==> config.mk <==
export PLATFORM = sky130hd
export DESIGN_NAME = serial_day_to_calendar_datetime
export DESIGN_NICKNAME = d
export VERILOG_FILES = /design/src/sv/sdcd_pkg.sv /design/src/sv/serial_day_to_calendar_datetime.sv /design/src/sv/sdcd_pipe_ctl.sv /design/src/sv/sdcd_date_path.sv /design/src/sv/sdcd_time_path.sv
export SDC_FILE = /design/constraint.sdc
export NUM_CORES = 2
export LEC_CHECK = 0
export ABC_AREA = 1
export BUFFER_PORTS_ARGS = -buffer_cell sky130_fd_sc_hd__buf_2
export CAP_MARGIN = 20
export CORE_MARGIN = 8
export CORE_UTILIZATION = 45
export CTS_BUF_LIST = sky130_fd_sc_hd__clkbuf_4
export CTS_CLUSTER_DIAMETER = 200
export CTS_CLUSTER_SIZE = 25
export DETAILED_ROUTE_END_ITERATION = 10
export SLEW_MARGIN = 40
export SYNTH_ARGS = -nofsm -noshare
export SYNTH_HDL_FRONTEND = slang
export SYNTH_SLANG_ARGS = --single-unit
==> constraint.sdc <==
create_clock -name clk -period 32.1 [get_ports clk]
set_clock_uncertainty 0.05 [all_clocks]
set_input_delay 3.21 -clock clk [delete_from_list [all_inputs] [get_ports clk]]
set_output_delay 3.21 -clock clk [all_outputs]
set_load 0.02 [all_outputs]
==> src/sv/sdcd_pkg.sv <==
// shared constants, types and tables for the serial day to calendar converter
`default_nettype none

package sdcd_pkg;

	// pipeline depth, one register stage per entry
	localparam int NUM_STAGES = 9;

	// field widths
	localparam int SERIAL_W = 22;
	localparam int FRAC_W   = 32;
	localparam int DAY_W    = 5;
	localparam int MONTH_W  = 4;
	localparam int YEAR_W   = 14;
	localparam int HOUR_W   = 5;
	localparam int MIN_W    = 6;
	localparam int SEC_W    = 6;

	// serial of the fake leap day, 29 feb 1900
	localparam logic [SERIAL_W-1:0] LEAP_SERIAL = 22'd60;
	localparam logic [4:0]          LEAP_DAY    = 5'd29;
	localparam logic [3:0]          LEAP_MONTH  = 4'd2;
	localparam logic [13:0]         LEAP_YEAR   = 14'd1900;

	// 68569 plus the julian day offset 2415019
	localparam logic [22:0] JD_BIAS = 23'd2483588;

	// 400-year cycle: 4*l / 146097, reciprocal floor(2^25/146097) folded with the 4
	localparam logic [17:0] CYC_DAYS  = 18'd146097;
	localparam logic [9:0]  CYC_RECIP = 10'd916;

	// year in cycle: 4000*(l+1) / 1461001, reciprocal floor(2^28/1461001) times 4000
	localparam logic [20:0] YR_DIV    = 21'd1461001;
	localparam logic [19:0] YR_RECIP  = 20'd732000;
	localparam logic [11:0] YR_SCALE  = 12'd4000;
	localparam logic [10:0] YR_DAYS4  = 11'd1461;
	localparam logic [4:0]  DAY_SHIFT = 5'd31;

	// month index: 80*l / 2447, reciprocal floor(2^16/2447) times 80
	localparam logic [11:0] MON_DIV   = 12'd2447;
	localparam logic [11:0] MON_RECIP = 12'd2080;
	localparam logic [6:0]  MON_SCALE = 7'd80;

	// year assembly
	localparam logic [6:0]  CENT_MUL  = 7'd100;
	localparam logic [12:0] CENT_BIAS = 13'd4900;
	localparam logic [3:0]  MON_WRAP  = 4'd11;

	// time split factors
	localparam logic [4:0] HOURS_PER_DAY = 5'd24;
	localparam logic [5:0] SIXTY         = 6'd60;

	// floor(2447*j/80): day count before month index j
	localparam logic [8:0] DAY_BASE [16] = '{
		9'd0,   9'd30,  9'd61,  9'd91,  9'd122, 9'd152, 9'd183, 9'd214,
		9'd244, 9'd275, 9'd305, 9'd336, 9'd367, 9'd397, 9'd428, 9'd458
	};

	typedef struct packed {
		logic [YEAR_W-1:0]  year;
		logic [MONTH_W-1:0] month;
		logic [DAY_W-1:0]   day;
	} date_t;

	typedef struct packed {
		logic [HOUR_W-1:0] hour;
		logic [MIN_W-1:0]  minute;
		logic [SEC_W-1:0]  second;
	} tod_t;

endpackage

`default_nettype wire

==> src/sv/serial_day_to_calendar_datetime.sv <==
// top level: serial day and day fraction stream in, calendar date and time stream out
`default_nettype none

// Converts a spreadsheet serial day (1 = 1 Jan 1900) and a Q0.32 fraction of a
// day into the Gregorian day, month and year and the hour, minute and second.
// Serial 60 gives the historic 29 Feb 1900 and serials below 60 are moved up by
// one day. The block is a nine-stage pipeline: one word enters per clock while
// the output is not stalled. The stage count is set by the date path: one input
// stage for the leap day check and the epoch bias, then each constant division
// as a reciprocal multiply in one stage and a remainder check in the next, for
// three such divisions, with the day-in-year stage between the second and the
// third and a final assembly stage last. The time split takes three multiply
// stages and is delayed to match. Back-pressure on the output ripples through
// per-stage ready so that bubbles are squeezed out.

module serial_day_to_calendar_datetime (
	input  wire logic        clk,
	input  wire logic        arst_n,
	input  wire logic        s_tvalid,
	output logic             s_tready,
	// serial_day [21:0], day_fraction [53:22], zero pad [55:54]
	input  wire logic [55:0] s_tdata,
	output logic             m_tvalid,
	input  wire logic        m_tready,
	// day_of_month [4:0], month_number [8:5], year_number [22:9],
	// hour_of_day [27:23], minute_of_hour [33:28], second_of_minute [39:34]
	output logic [39:0]      m_tdata
);

	logic [sdcd_pkg::NUM_STAGES-1:0] en;
	sdcd_pkg::date_t                 date;
	sdcd_pkg::tod_t                  tod;

	// stage control
	sdcd_pipe_ctl u_ctl (
		.clk       (clk),
		.arst_n    (arst_n),
		.in_valid  (s_tvalid),
		.in_ready  (s_tready),
		.out_valid (m_tvalid),
		.out_ready (m_tready),
		.en        (en)
	);

	// date conversion
	sdcd_date_path u_date (
		.clk        (clk),
		.en         (en),
		.serial_day (s_tdata[21:0]),
		.date       (date)
	);

	// time of day split
	sdcd_time_path u_time (
		.clk          (clk),
		.en           (en),
		.day_fraction (s_tdata[53:22]),
		.tod          (tod)
	);

	// output word packing
	assign m_tdata = {tod.second, tod.minute, tod.hour, date.year, date.month, date.day};

	// every result has a month from 1 to 12 and a nonzero day
	a_date_range: assert property (@(posedge clk) disable iff (!arst_n)
		m_tvalid |-> (date.month >= 4'd1) && (date.month <= 4'd12) && (date.day != 5'd0))
		else $error("date out of range");

	// time fields stay inside their clock range
	a_time_range: assert property (@(posedge clk) disable iff (!arst_n)
		m_tvalid |-> (tod.hour <= 5'd23) && (tod.minute <= 6'd59) && (tod.second <= 6'd59))
		else $error("time of day out of range");

	// a free output never holds back the input
	a_no_stall: assert property (@(posedge clk) disable iff (!arst_n)
		m_tready |-> s_tready)
		else $error("input stalled while output is free");

endmodule

`default_nettype wire

==> src/sv/sdcd_pipe_ctl.sv <==
// stage valid bits and per-stage load enables with back-pressure
`default_nettype none

module sdcd_pipe_ctl (
	input  wire logic                           clk,
	input  wire logic                           arst_n,
	input  wire logic                           in_valid,
	output logic                                in_ready,
	output logic                                out_valid,
	input  wire logic                           out_ready,
	output logic [sdcd_pkg::NUM_STAGES-1:0]     en
);

	logic [sdcd_pkg::NUM_STAGES-1:0] valid_q;
	logic [sdcd_pkg::NUM_STAGES:0]   ready;

	// a stage loads when empty or when its content moves on
	always_comb begin
		ready[sdcd_pkg::NUM_STAGES] = out_ready;
		for (int k = sdcd_pkg::NUM_STAGES - 1; k >= 0; k--) begin
			ready[k] = !valid_q[k] || ready[k+1];
		end
	end

	assign en        = ready[sdcd_pkg::NUM_STAGES-1:0];
	assign in_ready  = ready[0];
	assign out_valid = valid_q[sdcd_pkg::NUM_STAGES-1];

	// valid bits travel with the data
	always_ff @(posedge clk or negedge arst_n) begin
		if (!arst_n) begin
			valid_q <= '0;
		end else begin
			if (en[0]) begin
				valid_q[0] <= in_valid;
			end
			for (int k = 1; k < sdcd_pkg::NUM_STAGES; k++) begin
				if (en[k]) begin
					valid_q[k] <= valid_q[k-1];
				end
			end
		end
	end

endmodule

`default_nettype wire

==> src/sv/sdcd_date_path.sv <==
// date datapath: serial day to day, month and year over nine stages
`default_nettype none

module sdcd_date_path (
	input  wire logic                                 clk,
	input  wire logic [sdcd_pkg::NUM_STAGES-1:0]      en,
	input  wire logic [sdcd_pkg::SERIAL_W-1:0]        serial_day,
	output sdcd_pkg::date_t                           date
);

	// stage 1: leap day detect, early shift, julian bias
	logic                             leap_in;
	logic [sdcd_pkg::SERIAL_W-1:0]    serial_adj;
	logic [22:0]                      l0_in;
	logic [22:0]                      l0_s1;
	logic                             leap_s1;

	always_comb begin
		leap_in    = serial_day == sdcd_pkg::LEAP_SERIAL;
		serial_adj = (serial_day < sdcd_pkg::LEAP_SERIAL) ? serial_day + 22'd1 : serial_day;
		l0_in      = {1'b0, serial_adj} + sdcd_pkg::JD_BIAS;
	end

	always_ff @(posedge clk) begin
		if (en[0]) begin
			l0_s1   <= l0_in;
			leap_s1 <= leap_in;
		end
	end

	// stage 2: cycle count estimate, may be one low
	logic [32:0] n_prod;
	logic [7:0]  qn_s2;
	logic [22:0] l0_s2;
	logic        leap_s2;

	assign n_prod = 33'(l0_s1) * 33'(sdcd_pkg::CYC_RECIP);

	always_ff @(posedge clk) begin
		if (en[1]) begin
			qn_s2   <= n_prod[32:25];
			l0_s2   <= l0_s1;
			leap_s2 <= leap_s1;
		end
	end

	// stage 3: remainder check fixes the cycle count, day in cycle from remainder
	logic [24:0] x4;
	logic [24:0] n_back;
	logic [24:0] rn;
	logic        n_fix;
	logic [24:0] r1;
	logic [7:0]  n_s3;
	logic [15:0] l1_s3;
	logic        leap_s3;

	always_comb begin
		x4     = {l0_s2, 2'b00};
		n_back = 25'(qn_s2) * 25'(sdcd_pkg::CYC_DAYS);
		rn     = x4 - n_back;
		n_fix  = rn >= 25'(sdcd_pkg::CYC_DAYS);
		r1     = n_fix ? rn - 25'(sdcd_pkg::CYC_DAYS) : rn;
	end

	always_ff @(posedge clk) begin
		if (en[2]) begin
			n_s3    <= qn_s2 + 8'(n_fix);
			l1_s3   <= r1[17:2];
			leap_s3 <= leap_s2;
		end
	end

	// stage 4: year in cycle estimate
	logic [16:0] l1p_s3;
	logic [35:0] i_prod;
	logic [6:0]  qi_s4;
	logic [15:0] l1_s4;
	logic [7:0]  n_s4;
	logic        leap_s4;

	assign l1p_s3 = 17'(l1_s3) + 17'd1;
	assign i_prod = 36'(l1p_s3) * 36'(sdcd_pkg::YR_RECIP);

	always_ff @(posedge clk) begin
		if (en[3]) begin
			qi_s4   <= i_prod[34:28];
			l1_s4   <= l1_s3;
			n_s4    <= n_s3;
			leap_s4 <= leap_s3;
		end
	end

	// stage 5: remainder check fixes the year in cycle
	logic [16:0] l1p_s4;
	logic [27:0] xi;
	logic [27:0] i_back;
	logic [27:0] ri;
	logic [6:0]  i_s5;
	logic [15:0] l1_s5;
	logic [7:0]  n_s5;
	logic        leap_s5;

	always_comb begin
		l1p_s4 = 17'(l1_s4) + 17'd1;
		xi     = 28'(l1p_s4) * 28'(sdcd_pkg::YR_SCALE);
		i_back = 28'(qi_s4) * 28'(sdcd_pkg::YR_DIV);
		ri     = xi - i_back;
	end

	always_ff @(posedge clk) begin
		if (en[4]) begin
			i_s5    <= qi_s4 + 7'(ri >= 28'(sdcd_pkg::YR_DIV));
			l1_s5   <= l1_s4;
			n_s5    <= n_s4;
			leap_s5 <= leap_s4;
		end
	end

	// stage 6: day in year, shifted to a march start
	logic [17:0] yr_days;
	logic [16:0] l2_full;
	logic [8:0]  l2_s6;
	logic [6:0]  i_s6;
	logic [7:0]  n_s6;
	logic        leap_s6;

	always_comb begin
		yr_days = 18'(i_s5) * 18'(sdcd_pkg::YR_DAYS4);
		l2_full = 17'(l1_s5) - 17'(yr_days[17:2]) + 17'(sdcd_pkg::DAY_SHIFT);
	end

	always_ff @(posedge clk) begin
		if (en[5]) begin
			l2_s6   <= l2_full[8:0];
			i_s6    <= i_s5;
			n_s6    <= n_s5;
			leap_s6 <= leap_s5;
		end
	end

	// stage 7: month index estimate
	logic [20:0] j_prod;
	logic [4:0]  qj_s7;
	logic [8:0]  l2_s7;
	logic [6:0]  i_s7;
	logic [7:0]  n_s7;
	logic        leap_s7;

	assign j_prod = 21'(l2_s6) * 21'(sdcd_pkg::MON_RECIP);

	always_ff @(posedge clk) begin
		if (en[6]) begin
			qj_s7   <= j_prod[20:16];
			l2_s7   <= l2_s6;
			i_s7    <= i_s6;
			n_s7    <= n_s6;
			leap_s7 <= leap_s6;
		end
	end

	// stage 8: remainder check fixes the month index
	logic [15:0] xj;
	logic [15:0] j_back;
	logic [15:0] rj;
	logic [4:0]  j_full;
	logic [3:0]  j_s8;
	logic [8:0]  l2_s8;
	logic [6:0]  i_s8;
	logic [7:0]  n_s8;
	logic        leap_s8;

	always_comb begin
		xj     = 16'(l2_s7) * 16'(sdcd_pkg::MON_SCALE);
		j_back = 16'(qj_s7) * 16'(sdcd_pkg::MON_DIV);
		rj     = xj - j_back;
		j_full = qj_s7 + 5'(rj >= 16'(sdcd_pkg::MON_DIV));
	end

	always_ff @(posedge clk) begin
		if (en[7]) begin
			j_s8    <= j_full[3:0];
			l2_s8   <= l2_s7;
			i_s8    <= i_s7;
			n_s8    <= n_s7;
			leap_s8 <= leap_s7;
		end
	end

	// stage 9: day, month and year, with the fake leap day override
	logic            wrap;
	logic [8:0]      day_full;
	logic [3:0]      month_full;
	logic [15:0]     year_full;
	sdcd_pkg::date_t date_s9;

	always_comb begin
		wrap       = j_s8 >= sdcd_pkg::MON_WRAP;
		day_full   = l2_s8 - sdcd_pkg::DAY_BASE[j_s8];
		month_full = j_s8 + 4'd2 - (wrap ? 4'd12 : 4'd0);
		year_full  = 16'(n_s8) * 16'(sdcd_pkg::CENT_MUL) - 16'(sdcd_pkg::CENT_BIAS)
			+ 16'(i_s8) + 16'(wrap);
	end

	always_ff @(posedge clk) begin
		if (en[8]) begin
			if (leap_s8) begin
				date_s9.day   <= sdcd_pkg::LEAP_DAY;
				date_s9.month <= sdcd_pkg::LEAP_MONTH;
				date_s9.year  <= sdcd_pkg::LEAP_YEAR;
			end else begin
				date_s9.day   <= day_full[4:0];
				date_s9.month <= month_full;
				date_s9.year  <= year_full[13:0];
			end
		end
	end

	assign date = date_s9;

endmodule

`default_nettype wire

==> src/sv/sdcd_time_path.sv <==
// time datapath: fixed-point split of the day fraction into hour, minute, second
`default_nettype none

module sdcd_time_path (
	input  wire logic                               clk,
	input  wire logic [sdcd_pkg::NUM_STAGES-1:0]    en,
	input  wire logic [sdcd_pkg::FRAC_W-1:0]        day_fraction,
	output sdcd_pkg::tod_t                          tod
);

	// stage 1: hour split
	logic [36:0] h_prod;
	logic [4:0]  hour_s1;
	logic [31:0] r1_s1;

	assign h_prod = 37'(day_fraction) * 37'(sdcd_pkg::HOURS_PER_DAY);

	always_ff @(posedge clk) begin
		if (en[0]) begin
			hour_s1 <= h_prod[36:32];
			r1_s1   <= h_prod[31:0];
		end
	end

	// stage 2: minute split
	logic [37:0] m_prod;
	logic [4:0]  hour_s2;
	logic [5:0]  minute_s2;
	logic [31:0] r2_s2;

	assign m_prod = 38'(r1_s1) * 38'(sdcd_pkg::SIXTY);

	always_ff @(posedge clk) begin
		if (en[1]) begin
			hour_s2   <= hour_s1;
			minute_s2 <= m_prod[37:32];
			r2_s2     <= m_prod[31:0];
		end
	end

	// stage 3: second split, leftover fraction dropped
	logic [37:0]    s_prod;
	sdcd_pkg::tod_t tod_s3;

	assign s_prod = 38'(r2_s2) * 38'(sdcd_pkg::SIXTY);

	always_ff @(posedge clk) begin
		if (en[2]) begin
			tod_s3.hour   <= hour_s2;
			tod_s3.minute <= minute_s2;
			tod_s3.second <= s_prod[37:32];
		end
	end

	// delay line to line up with the date path
	sdcd_pkg::tod_t tod_dly [sdcd_pkg::NUM_STAGES-3];

	always_ff @(posedge clk) begin
		if (en[3]) begin
			tod_dly[0] <= tod_s3;
		end
		for (int k = 1; k < sdcd_pkg::NUM_STAGES - 3; k++) begin
			if (en[k+3]) begin
				tod_dly[k] <= tod_dly[k-1];
			end
		end
	end

	assign tod = tod_dly[sdcd_pkg::NUM_STAGES-4];

endmodule

`default_nettype wire

# ---- Word level (Yosys, flattened, before mapping)
# Memories as Yosys holds them, arrays and structs flattened.
# Index checks and enable logic that the tools add are counted.
dict set report classes {
  addsub 19
  mul 13
  div 0
  magnitude_cmp 6
  n_eq_ne 1
  n_shift 0
  mux 17
  n_bitwise 1
  reduce_logical 18
}
# operator n
set op_table {}
lappend op_table {{adder 16 x 1 -> 17 bit, second input constant} 2}
lappend op_table {{multiplier 30 x 4 -> 34 bit, second input constant} 1}
lappend op_table {{multiplier 32 x 2 -> 34 bit, second input constant} 1}
lappend op_table {{multiplier 29 x 4 -> 33 bit, second input constant} 1}
lappend op_table {{multiplier 23 x 8 -> 31 bit, second input constant} 1}
lappend op_table {{multiplier 17 x 15 -> 30 bit, second input constant} 1}
lappend op_table {{greater-or-equal comparator 28 x 21 -> 1 bit, second input constant} 1}
lappend op_table {{multiplier 7 x 21 -> 28 bit, second input constant} 1}
lappend op_table {{subtractor 28 bit} 1}
lappend op_table {{greater-or-equal comparator 25 x 18 -> 1 bit, second input constant} 1}
lappend op_table {{multiplier 8 x 18 -> 25 bit, second input constant} 1}
lappend op_table {{subtractor 25 bit} 1}
lappend op_table {{adder 22 x 22 -> 23 bit, second input constant} 1}
lappend op_table {{multiplier 17 x 7 -> 23 bit, second input constant} 1}
lappend op_table {{adder 22 x 1 -> 22 bit, second input constant} 1}
lappend op_table {{equality test 22 x 6 -> 1 bit, second input constant} 1}
lappend op_table {{< comparator 22 x 6 -> 1 bit, second input constant} 1}
lappend op_table {{2-to-1 mux 22 bit} 1}
lappend op_table {{2-to-1 mux 18 bit} 1}
lappend op_table {{subtractor 18 bit, second input constant} 1}
lappend op_table {{greater-or-equal comparator 16 x 12 -> 1 bit, second input constant} 1}
lappend op_table {{multiplier 5 x 12 -> 16 bit, second input constant} 1}
lappend op_table {{multiplier 9 x 7 -> 16 bit, second input constant} 1}
lappend op_table {{subtractor 16 bit} 1}
lappend op_table {{22 further kinds} 50}
dict set report word_totals {
  ff_bits 342
  latchBits 0
  ram_bits 102
  romBits 144
  output_inout_bits 42
  memories 2
}
# memory depth width read_ports rd_clocked_by_memory_dff wr line_no
set mem_list {}
lappend mem_list {{(no name shown)} 16 9 1 0 0 sdcd_date_path.sv:198} ;# day_full = l2_s8 - sdcd_pkg::DAY_BASE[j_s8];
lappend mem_list {u_time.tod_dly 6 17 6 0 6 sdcd_time_path.sv:56} ;# sdcd_pkg::tod_t tod_dly [sdcd_pkg::NUM_STAGES-3];

# ---- Depth between registers and ports, before layout
dict set report logic_depth {
  depth_word 10
  mapped_depth 47
  depth_no_buf 47
}

# ---- Cells and area by module
# A second synthesis with hierarchy kept.
dict set report hier_totals {
  hier_cells 5406
  area_unflattened_um2 46928.8
}
# mod instances cells_per_inst area_each_um2 seq_area_each_um2
set by_module_without_submodules {}
lappend by_module_without_submodules {sdcd_date_path 1 3613 31845.5 7236.9}
lappend by_module_without_submodules {sdcd_time_path 1 1754 14689.1 5735.5}
lappend by_module_without_submodules {sdcd_pipe_ctl 1 39 394.1 225.2}

# ---- Least setup slack after synthesis
# Ideal clock, no wire load.
dict set report synth_timing {
  path_type {input port to output port}
  start {in m_tready}
  end {out s_tready}
  arrival_ps 11727
  t_required_ps 28840
  slack_ps 17113
  cell_stages 16
  n_path_buf 0
  cell_sequence {nor2_1 inv_1 nor2_1 inv_1 nor2_1 inv_1 nor2_1 inv_1 nor2_1 inv_1 nor2_1 inv_1 nor2_1 inv_1 nor2_1 nand2_1}
}
dict set report synth_via {
  elab_chain_cells 9
}
# element line_no
set synth_rtl {}
lappend synth_rtl {{start, declared} serial_day_to_calendar_datetime.sv:24} ;# input wire logic m_tready,
lappend synth_rtl {{logical OR 1 bit} sdcd_pipe_ctl.sv:21} ;# ready[k] = !valid_q[k] || ready[k+1];
lappend synth_rtl {{named net en, one bit} serial_day_to_calendar_datetime.sv:30} ;# logic [sdcd_pkg::NUM_STAGES-1:0] en;
lappend synth_rtl {{logical OR 1 bit} sdcd_pipe_ctl.sv:21}
lappend synth_rtl {{named net en, one bit} serial_day_to_calendar_datetime.sv:30}
lappend synth_rtl {{logical OR 1 bit} sdcd_pipe_ctl.sv:21}
lappend synth_rtl {{named net en, one bit} serial_day_to_calendar_datetime.sv:30}
lappend synth_rtl {{logical OR 1 bit} sdcd_pipe_ctl.sv:21}
lappend synth_rtl {{named net en, one bit} serial_day_to_calendar_datetime.sv:30}
lappend synth_rtl {{logical OR 1 bit} sdcd_pipe_ctl.sv:21}
lappend synth_rtl {{named net en, one bit} serial_day_to_calendar_datetime.sv:30}
lappend synth_rtl {{logical OR 1 bit} sdcd_pipe_ctl.sv:21}
lappend synth_rtl {{named net en, one bit} serial_day_to_calendar_datetime.sv:30}
lappend synth_rtl {{logical OR 1 bit} sdcd_pipe_ctl.sv:21}
lappend synth_rtl {{named net en, one bit} serial_day_to_calendar_datetime.sv:30}
lappend synth_rtl {{logical OR 1 bit (2 in a row)} sdcd_pipe_ctl.sv:21}
lappend synth_rtl {{end, declared} serial_day_to_calendar_datetime.sv:20} ;# output logic s_tready,
# The timed path passes the listed nets, and every way through them passes these cells.

# ---- Worst setup path after layout
# Same ends and word-level chain as after synthesis.

==> reports/metrics.yaml <==
avgViaCountPerCell: 4.98
holdCritStartpoint: "u_time.tod_dly[0][7]"
synth_cell_types: 52
io-pin-count: 102
drv_cap: 0
cts_buffer_depth: 3
syn_avg_cell_area_sq_um: 9.76
tightest_slew_ns: 0.786
syn_inst: 4494
syn_area_sq_um: 43800
syn_to_final_growth_pct: 5.42
cts_inserted_buffers: 21
wirelength_um: 88300
htreeDepth: 1
setup_slack_ns: 20.97
drt-initial-drc-count: 1196
hp-class: "reg -> reg"
grt_usage_pct: 16.8
core_area_sq_um: 96600
num_rows: 114
die_h_um: 328
synth_edf_count: 432
grt_pass1_vias: 31005
synthesis.nets: 5624
required_ns: 28.84
holdBufCountCts: 0
grt_pass1_wl_um: 151000
synth-main-ff-cell: "edfxtp_1"
drive_gt1_share_pct: 4.45
clock_latency_ns: 0.88
clk_pin_slew_ns: 0.30
hpwl_um: 76300
status: "completed"
wire_per_inst_um: 15.0
critPathMaxFanout: 60
fillers: 9101
finalNetCount: 5749
cts-resized-gates: 0
die_area_sq_um: 108000
min_period_ns: 11.13
async_reset_ff_share_pct: 2.04
cp-end-kind: "output port"
cts-root-buf: "clkbuf_4"
die_width_um: 328
cts_tree: "built"
drc: 0
initial_core_util_pct: 45.4
ys_seq_elements: 441
drv_slew: 0
critPathKind: "in -> out"
grt-ovfl-total: 0
antenna_found_initial: 3
cp-startpoint: "m_tready"
postRouteAntennaNets: 0
ys_seq_area_share_pct: 30.1
rsz0062_at_grt: "false"
yosys_warnings: 0
vias: 29382
critPathLaunchType: "primary input"
gp_congestion: 0.927
fin_setup_tns_ns: 0
multi_input_area_sq_um: 27200
period_share_pct: 34.7
cts_sinks: 441
setup_viol: 0
register_area_sq_um: 13200
port-buffer-count: 99
arrival_ns: 7.87
slew_headroom_pct: 47.4
rr_startpoint: "u_date.l1_s4[0]"
fmax_mhz: 89.8
drt-pass1-iter-count: 5
cts_setup_buffers: 0
grt_max_degree: 66
hold_viol_final: 0
dp_slack_ns: 20.68
worst max-delay path: stages:
cell and delay, ns:
buf_2 0.07, nor2_1 0.04, inv_2 0.04, nor2_1 0.04
inv_2 0.03, buf_4 0.49, nor2_1 0.11, inv_2 0.07
buf_4 0.51, nor2_1 0.11, inv_2 0.07, buf_4 0.49
nor2_1 0.11, inv_2 0.07, buf_4 0.50, nor2_1 0.11
inv_2 0.07, buf_4 0.52, nor2_1 0.11, inv_2 0.08
nor2_1 0.07, nand2_2 0.06, buf_4 0.54, buf_2 0.29
path summary, 6_finish.rpt:
| path | end | slack (ns) | cells past startpoint |
|---|---|---|---|
| worst min-delay path | u_time.tod_dly[1][7] | 0.33 | 0 |
| worst min register to register | u_time.tod_dly[1][7] | 0.33 | 0 |
| worst max register to register | u_date.i_s5[6] | 22.04 | 44 |
| min in group asynchronous | u_ctl.valid_q[0] | 2.07 | 1 |
| worst max-delay path | s_tready | 20.97 | 24 |
| max in group asynchronous | u_ctl.valid_q[5] | 29.66 | 1 |
final cells by class:
cell class	count	area share, %
inverters	920	7.47
diodes	4	0.0217
flip-flops and latches	441	28.6
clock buffers	28	0.455
multi-input cells	3125	58.8
well taps	1276	3.45
clock inverters	1	0.0244
repair buffers	110	1.26
cell usage after synthesis (3+ instances only):
master	instances	share of area (%)
o21ai_0	147	1.7
xnor2_1	87	1.7
nor4_1	15	0.21
or2_2	7	0.10
clkbuf_1	5	0.043
inv_2	7	0.060
nand2_1	676	5.8
nand3_1	177	2.0
nor3_1	52	0.59
a21o_1	18	0.31
inv_1	913	7.8
a211oi_1	5	0.086
and2_1	4	0.057
nand2_4	4	0.10
nand3_2	3	0.068
a31oi_1	19	0.27
o21a_1	13	0.22
edfxtp_1	432	30
a21boi_0	4	0.068
nand3b_1	12	0.21
dfrtp_1	9	0.51
o2111ai_1	3	0.060
nor2_4	3	0.077
o211ai_1	8	0.14
o21bai_1	23	0.39
xor2_1	166	3.3
nand4_1	47	0.67
o221ai_1	5	0.10
nor2_2	5	0.071
a21oi_1	274	3.1
nand2_2	21	0.30
ha_1	652	19
fa_1	418	19
a221oi_1	3	0.060
nor2_1	235	2.0
cell usage in the layout (no fill, tap or decap), types with 5 or more instances in the layout:
cell type / instances
inv_1: 905
nand2_1: 675
ha_1: 652
edfxtp_1: 432
fa_1: 418
a21oi_1: 274
nor2_1: 235
nand3_1: 177
xor2_1: 165
o21ai_0: 147
buf_2: 99
xnor2_1: 87
nor3_1: 52
nand4_1: 47
clkbuf_4: 28
o21bai_1: 23
nand2_2: 22
a31oi_1: 19
a21o_1: 18
nor4_1: 15
inv_2: 15
o21a_1: 13
nand3b_1: 12
buf_4: 10
dfrtp_1: 9
o211ai_1: 8
or2_2: 7
a211oi_1: 5
o221ai_1: 5
nor2_2: 5
registers in the layout (all words and copies together) (netlist names), 9 cells and up:
signal	cells
u_date.l1_s3	16
u_date.l2_s7	9
u_date.l2_s6	9
u_time.tod_s3	17
u_date.l0_s2	23
u_time.tod_dly	102
u_time.r1_s1	29
u_date.l1_s4	16
u_ctl.valid_q	9
u_time.r2_s2	27
u_date.date	23
u_date.l1_s5	9
u_date.l0_s1	23
stage by stage:
step | util, % | area [sq um] | hold WS, ns | instances
global placement | 47.6 | 46000 | 0.351 | 5872
floorplan | - | 43800 | 0.350 | 4494
finish | 47.9 | 46200 | 0.332 | 5905
detailed placement | 47.6 | 46000 | 0.355 | 5872
CTS | 47.8 | 46200 | 0.336 | 5901
global route | 47.9 | 46200 | 0.368 | 5902
kinds of logic after synthesis:
group	synth area share, %
flops	30.1
compound gates	6.80
xor+xnor	5.05
simple gates	12.4
buf+inv	7.98
fa+ha+maj	37.7
metal layers:
layer | up-vias | track usage [%] | part of all wire (%)
met3 | 119 | 1.56 | 3.0
li1 | 14942 | - | -
met2 | 389 | 30.7 | 50
met1 | 13930 | 21.3 | 45
met5 | - | 0 | 0.010
met4 | 2 | 3.87 | 2.3
Power is left out: the tool's default activity adds up to more than one toggle a clock period on the data nets, which glitch-free logic cannot reach.
